**src/hw/rtl/pgd_pkg.sv**
```systemverilog
// Package for the packed identifier decoder: state and result types.
package pgd_pkg;

  localparam int unsigned LANE_BITS = 8;
  localparam int unsigned NUM_LANES = 8;
  localparam int unsigned ID_BITS   = LANE_BITS * NUM_LANES;

  typedef logic [LANE_BITS-1:0] lane_t;
  typedef logic [NUM_LANES-1:0] mask_t;
  typedef logic [ID_BITS-1:0]   ident_t;

  // Decoder state; pending == 0 means the next word is a mask.
  typedef struct packed {
    mask_t  pending;
    mask_t  orig_mask;
    ident_t acc;
  } pgd_state_t;

  typedef struct packed {
    ident_t identifier;
    mask_t  presence_mask;
    logic   truncated;
  } pgd_result_t;

endpackage

```
**src/hw/rtl/pgd_in_if.sv**
```systemverilog
// Input channel interface: one packet byte per word.
interface pgd_in_if;
  logic       valid;
  logic       ready;
  logic [7:0] data_byte;
  logic       packet_end;

  modport source (output valid, output data_byte, output packet_end, input ready);
  modport sink   (input valid, input data_byte, input packet_end, output ready);
endinterface

```
**src/hw/rtl/pgd_out_if.sv**
```systemverilog
// Result channel interface: one decoded identifier per word.
interface pgd_out_if;
  logic        valid;
  logic        ready;
  logic [63:0] identifier;
  logic [7:0]  presence_mask;
  logic        truncated;

  modport source (output valid, output identifier, output presence_mask, output truncated,
                  input ready);
  modport sink   (input valid, input identifier, input presence_mask, input truncated,
                  output ready);
endinterface

```
**src/hw/rtl/packed_guid_decoder_core.sv**
```systemverilog
// Top level: input register, decode step with state, result register.
//
//  channel  dir  payload                                 handshake
//  in_ch    in   data_byte[7:0], packet_end              valid/ready
//  out_ch   out  identifier[63:0], presence_mask[7:0],   valid/ready
//                truncated
//
// One word per cycle sustained while the result is not stalled; an emitted result
// passes from the input register through the combinational step to the result register.
// Reset (rst_n low, synchronous) empties both registers and returns the
// decoder to expecting a mask byte.
// A stalled result holds the input register; a new word is taken in the
// cycle the held result is taken.
module packed_guid_decoder_core
  import pgd_pkg::*;
(
  input  logic     clk,
  input  logic     rst_n,
  pgd_in_if.sink   in_ch,
  pgd_out_if.source out_ch
);

  logic        s1_valid_r;
  lane_t       s1_byte_r;
  logic        s1_end_r;
  logic        s1_adv;

  pgd_state_t  state_r;
  pgd_state_t  state_nxt;
  logic        emit;
  pgd_result_t step_res;

  logic        out_valid_r;
  pgd_result_t out_r;

  assign s1_adv      = s1_valid_r && (!out_valid_r || out_ch.ready);
  assign in_ch.ready = !s1_valid_r || s1_adv;

  always_ff @(posedge clk) begin
    if (!rst_n) begin
      s1_valid_r <= 1'b0;
    end else if (in_ch.ready) begin
      s1_valid_r <= in_ch.valid;
    end
  end

  always_ff @(posedge clk) begin
    if (in_ch.valid && in_ch.ready) begin
      s1_byte_r <= in_ch.data_byte;
      s1_end_r  <= in_ch.packet_end;
    end
  end

  pgd_lane_step u_step (
    .state_cur  (state_r),
    .data_byte  (s1_byte_r),
    .packet_end (s1_end_r),
    .state_nxt  (state_nxt),
    .emit       (emit),
    .result     (step_res)
  );

  always_ff @(posedge clk) begin
    if (!rst_n) begin
      state_r <= '0;
    end else if (s1_adv) begin
      state_r <= state_nxt;
    end
  end

  always_ff @(posedge clk) begin
    if (!rst_n) begin
      out_valid_r <= 1'b0;
    end else if (s1_adv && emit) begin
      out_valid_r <= 1'b1;
    end else if (out_ch.ready) begin
      out_valid_r <= 1'b0;
    end
  end

  always_ff @(posedge clk) begin
    if (s1_adv && emit) begin
      out_r <= step_res;
    end
  end

  assign out_ch.valid         = out_valid_r;
  assign out_ch.identifier    = out_r.identifier;
  assign out_ch.presence_mask = out_r.presence_mask;
  assign out_ch.truncated     = out_r.truncated;

  // an emitted word always leaves the decoder expecting a mask
  a_emit_clears: assert property (@(posedge clk) disable iff (!rst_n)
    (s1_adv && emit) |=> (state_r.pending == '0))
    else $error("pending lanes left after emit");

  // end of packet always closes the identifier
  a_end_closes: assert property (@(posedge clk) disable iff (!rst_n)
    (s1_adv && s1_end_r) |=> (state_r.pending == '0 && out_valid_r))
    else $error("packet end did not close identifier");

  // truncation only happens for a nonzero mask
  a_trunc_mask: assert property (@(posedge clk) disable iff (!rst_n)
    (out_valid_r && out_r.truncated) |-> (out_r.presence_mask != '0))
    else $error("truncated result with empty mask");

  // input stalls only behind a held word
  a_ready: assert property (@(posedge clk) disable iff (!rst_n)
    !in_ch.ready |-> (s1_valid_r && out_valid_r && !out_ch.ready))
    else $error("input stalled without cause");

endmodule

```
**src/hw/rtl/pgd_lane_step.sv**
```systemverilog
// One decode step: mask capture or lane write, and the emit decision.
module pgd_lane_step
  import pgd_pkg::*;
(
  input  pgd_state_t  state_cur,
  input  lane_t       data_byte,
  input  logic        packet_end,
  output pgd_state_t  state_nxt,
  output logic        emit,
  output pgd_result_t result
);

  mask_t  lane_oh;
  mask_t  pend_left;
  ident_t acc_upd;

  // lowest pending lane as a one-hot
  assign lane_oh   = state_cur.pending & (~state_cur.pending + mask_t'(1));
  assign pend_left = state_cur.pending & ~lane_oh;

  always_comb begin
    acc_upd = state_cur.acc;
    for (int i = 0; i < NUM_LANES; i++) begin
      if (lane_oh[i]) begin
        acc_upd[i*LANE_BITS +: LANE_BITS] = data_byte;
      end
    end
  end

  always_comb begin
    state_nxt = state_cur;
    emit      = 1'b0;
    result    = '0;
    if (state_cur.pending == '0) begin
      state_nxt.orig_mask = data_byte;
      state_nxt.acc       = '0;
      state_nxt.pending   = data_byte;
      result.presence_mask = data_byte;
      if (data_byte == '0) begin
        emit = 1'b1;
      end else if (packet_end) begin
        emit             = 1'b1;
        result.truncated = 1'b1;
        state_nxt.pending = '0;
      end
    end else begin
      state_nxt.acc        = acc_upd;
      state_nxt.pending    = pend_left;
      result.identifier    = acc_upd;
      result.presence_mask = state_cur.orig_mask;
      if (pend_left == '0) begin
        emit = 1'b1;
      end else if (packet_end) begin
        emit              = 1'b1;
        result.truncated  = 1'b1;
        state_nxt.pending = '0;
      end
    end
  end

endmodule
```
**src/flat_wrapper.sv**
```systemverilog
// flat-port wrapper written by rule: the top's interface ports become plain ports
module packed_guid_decoder_core_flat import pgd_pkg::*;
  (clk, rst_n, in_ch_valid, in_ch_data_byte, in_ch_packet_end, in_ch_ready, out_ch_valid, out_ch_identifier, out_ch_presence_mask, out_ch_truncated, out_ch_ready);
  pgd_in_if in_ch_i ();
  pgd_out_if out_ch_i ();
  input  logic clk;
  input  logic rst_n;
  input wire logic [$bits(in_ch_i.valid)-1:0] in_ch_valid;
  input wire logic [$bits(in_ch_i.data_byte)-1:0] in_ch_data_byte;
  input wire logic [$bits(in_ch_i.packet_end)-1:0] in_ch_packet_end;
  output wire logic [$bits(in_ch_i.ready)-1:0] in_ch_ready;
  output wire logic [$bits(out_ch_i.valid)-1:0] out_ch_valid;
  output wire logic [$bits(out_ch_i.identifier)-1:0] out_ch_identifier;
  output wire logic [$bits(out_ch_i.presence_mask)-1:0] out_ch_presence_mask;
  output wire logic [$bits(out_ch_i.truncated)-1:0] out_ch_truncated;
  input wire logic [$bits(out_ch_i.ready)-1:0] out_ch_ready;
  assign in_ch_i.valid = in_ch_valid;
  assign in_ch_i.data_byte = in_ch_data_byte;
  assign in_ch_i.packet_end = in_ch_packet_end;
  assign in_ch_ready = in_ch_i.ready;
  assign out_ch_valid = out_ch_i.valid;
  assign out_ch_identifier = out_ch_i.identifier;
  assign out_ch_presence_mask = out_ch_i.presence_mask;
  assign out_ch_truncated = out_ch_i.truncated;
  assign out_ch_i.ready = out_ch_ready;
  packed_guid_decoder_core u_core (.clk(clk), .rst_n(rst_n), .in_ch(in_ch_i), .out_ch(out_ch_i));
endmodule
```
**config.mk**
```make
export PLATFORM = sky130hd
export DESIGN_NAME = packed_guid_decoder_core_flat
export DESIGN_NICKNAME = d
export VERILOG_FILES = /design/src/hw/rtl/pgd_pkg.sv /design/src/hw/rtl/pgd_in_if.sv /design/src/hw/rtl/pgd_out_if.sv /design/src/hw/rtl/packed_guid_decoder_core.sv /design/src/hw/rtl/pgd_lane_step.sv /design/src/flat_wrapper.sv
export SDC_FILE = /design/constraint.sdc
export NUM_CORES = 1
export LEC_CHECK = 0
export ABC_AREA = 1
export BUFFER_PORTS_ARGS = -buffer_cell sky130_fd_sc_hd__buf_2
export CORE_ASPECT_RATIO = 0.9
export CORE_UTILIZATION = 55
export DETAILED_ROUTE_END_ITERATION = 8
export HOLD_SLACK_MARGIN = 0.1
export PLACE_DENSITY = 0.77
export SKIP_LAST_GASP = 1
export SLEW_MARGIN = 20
export SYNTH_ARGS = -nofsm -noshare
export SYNTH_HDL_FRONTEND = slang
export SYNTH_SLANG_ARGS = --single-unit
```
**constraint.sdc**
```tcl
create_clock -name clk -period 4.3 [get_ports clk]
set_input_delay 0.86 -clock clk [delete_from_list [all_inputs] [get_ports clk]]
set_output_delay 0.86 -clock clk [all_outputs]
set_load 0.1 [all_outputs]
```
==> impl_metrics.yaml <==
status:
  status: "finished clean"
global_route:
  antenna_found_initial: 0
  grt_pass1_wl_microns: 23790
  grt_start_max_net_pins: 132
  gr-usage-all-layers_pct: 24.66
  overflow: 0
  grt_pass1_vias: 4872
synthesis:
  yosys_warnings: 0
  ys_seq_elements: 164
  synthFlopType: "edfxtp_1"
  synth_nets: 704
  syn_inst: 691
  async_flop_share_pct: 0
  post_synth_instance_area_sq_mm: 0.006678
  synth_edf_count: 82
  synth-seq-area-share_pct: 61.46
  syn_avg_cell_area_sq_um: 9.664
  yosys.cell_types.count: 31
power:
  switching_share_pct: 34.26
  p_int_uw: 2671
  p_sw_uw: 1392
  p_leak_uw: 0.003287
  p_seq_share_pct: 44.7
  irDropWorstVdd_mv: 0.2869
  power_density_mw_per_mm2: 525.3
  power.share.clock_pct: 35.4
  p_comb_share_pct: 19.8
floorplan:
  start_util_pct: 57.47
  die_area_sq_mm: 0.01259
  io-pin-count: 88
  die_y_microns: 106.5
  core_area_sq_mm: 0.01162
  fp.dieW_microns: 118.1
  num_rows: 37
worst_setup_path:
  cp-start-kind: "register"
  crit_type: "reg -> reg"
  endpoint_kind: "register"
  ff2ff_setup_slack_ns: 1.15
  rr_startpoint: "u_core.state_r[75]$_SDFFE_PN0P_"
  critPathLaunch: "u_core.state_r[75]$_SDFFE_PN0P_"
  arrival_ns: 3.27
  critical_path_peak_fanout: 69
  worst_r2r_path_depth: 11
  required_ns: 4.42
  worstSetupEndpoint: "u_core.out_ch.identifier[58]$_DFFE_PP_"
  rr_endpoint: "u_core.out_ch.identifier[58]$_DFFE_PP_"
timing:
  min_period_ns: 3.153
  final-setup-viol-count: 0
  fmax_mhz: 317.1
  max_slew_margin_pct: 45.81
  final_max_slew_viol_count: 0
  rsz0062_at_grt: "false"
  fin_crit_sh_pct: 73.34
  skew_ns: 0.008985
  finalHoldViolations: 0
  tns_ns: 0
  worstMarginPinSlew_ns: 0.8128
place:
  post-place-cells: 899
  dp_hpwl_microns: 9159
  gp_congestion: 0.8386
  placed_area_sq_mm: 0.007168
  numPortBuffers: 87
routing:
  drcViolationCount: 0
  num_vias: 5141
  vias_per_cell: 5.522
  dr.pass1.iters: 5
  ant_nets: 0
  drt-total-wl_microns: 14670
  wl_per_cell_microns: 15.76
  drt_first_iter_violations: 554
clock_network:
  postCtsSetupBuffers: 0
  cts_max_path_buffers: 2
  cts_inserted_buffers: 17
  cts_resized: 0
  clock_latency_ns: 0.43
  cts-hold-fix-buffers: 0
  htreeDepth: 4
  cts.sinks: 164
  path_clk_slew_ns: 0.07
  cts-root-buf: "clkbuf_16"
  cts_tree: "built"
finish:
  final_area_sq_mm: 0.007734
  n_antenna_cell: 0
  stdcell_count: 931
  drive_gt1_share_pct: 18.97
  fill_cells: 873
  nets: 775
  multi_input_area_sq_mm: 0.002078
  final-seq-area_sq_mm: 0.004104
  area_growth_syn_to_layout_pct: 15.81
hold_path:
  hold_class: "reg -> reg"
job:
  maxCapViolations: 0
through the flow:
stage | total power (uW) | worst slack [ns] | utilization, % | hold slack (ns)
2_1_floorplan | 2525 | 0.7455 | - | 0.4419
3_3_place_gp | 2625 | 1.329 | 61.69 | 0.4498
3_5_place_dp | 2649 | 1.188 | 61.69 | 0.4579
4_1_cts | 4065 | 1.132 | 66.52 | 0.4686
5_1_grt | 4195 | 0.8514 | 66.56 | 0.4769
6_report | 4062 | 1.147 | 66.56 | 0.4660
worst max-delay path, stage by stage, from the launching register on:
cell,delay (ns)
dfxtp_1,0.45
nor2_1,0.08
nand2_1,0.17
nor2_8,0.06
nand2_8,0.31
clkinv_2,0.43
nand2_1,0.21
nand3_1,0.09
nand2_1,0.07
nand2_1,0.08
inv_2,0.50
buf_12,0.32
worst min-delay path by stage:
stage	slack [ns]	cells past startpoint	endpoint	startpoint
after floorplan	0.44	2	u_core.state_r[40]$_SDFFE_PN0P_	u_core.state_r[40]$_SDFFE_PN0P_
after global placement	0.45	2	u_core.state_r[42]$_SDFFE_PN0P_	u_core.state_r[42]$_SDFFE_PN0P_
after detailed placement	0.46	2	u_core.state_r[47]$_SDFFE_PN0P_	u_core.state_r[47]$_SDFFE_PN0P_
after CTS	0.47	2	u_core.state_r[47]$_SDFFE_PN0P_	u_core.state_r[47]$_SDFFE_PN0P_
after global routing	0.48	2	u_core.state_r[45]$_SDFFE_PN0P_	u_core.state_r[45]$_SDFFE_PN0P_
final	0.47	2	u_core.state_r[47]$_SDFFE_PN0P_	u_core.state_r[47]$_SDFFE_PN0P_
power by group through the flow:
stage / Combinational, uW / Sequential (uW) / Clock [uW]
6_report: 805 / 1820 / 1440
5_1_grt: 858 / 1830 / 1510
4_1_cts: 804 / 1820 / 1440
3_5_place_dp: 799 / 1850 / 0
3_3_place_gp: 780 / 1840 / 0
2_1_floorplan: 307 / 2220 / 0
synth_stat cells, drive strengths merged (7+ instances only):
cell | n | area share [%]
o21ai | 126 | 9.4
a31oi | 12 | 1.1
a211oi | 7 | 0.86
dfxtp | 82 | 25
o21bai | 16 | 1.8
buf | 14 | 1.3
nand3 | 15 | 1.4
a21oi | 89 | 7.1
clkbuf | 24 | 1.3
inv | 83 | 4.7
nor2 | 29 | 2.5
nand2 | 104 | 6.3
edfxtp | 82 | 37
final cells by class:
cell class / count / area share (%)
Clock inverter: 15 / 1.763
Inverter: 85 / 4.142
Tap cell: 156 / 2.524
Multi-Input combinational cell: 404 / 26.87
Timing Repair Buffer: 90 / 6.132
Sequential cell: 164 / 53.07
Clock buffer: 17 / 5.501
flip-flops by register name (all words and copies together) (netlist names):
register,count
u_core.out_ch.identifier,64
u_core.out_ch.truncated,1
u_core.s1_byte_r,8
u_core.state_r,80
u_core.s1_end_r,1
u_core.s1_valid_r,1
u_core.out_ch.presence_mask,8
u_core.out_ch.valid,1
metal layers:
layer	global-route usage [%]	wire length (microns)
met5	0	0
met4	10.99	399
met3	6.330	1154
met2	40.92	7145
met1	30.45	5970
cell usage in the layout, fill, tap and decap left out, drive strengths merged:
cell type / n
a211oi: 7
a21oi: 89
edfxtp: 82
clkinvlp: 2
inv: 93
o211ai: 3
clkbuf: 17
o21bai: 16
clkinv: 5
o21ai: 126
buf: 90
nand3: 15
nand2: 104
nor2: 29
a31oi: 12
nand4: 3
dfxtp: 82
cell families after synthesis:
family	share of synthesized area, %
buffers and inverters	7.420
AND/OR/NAND/NOR	10.49
flip-flops	61.46
AO/OA/AOI/OAI	20.63
(Power assumes the default switching activity.)
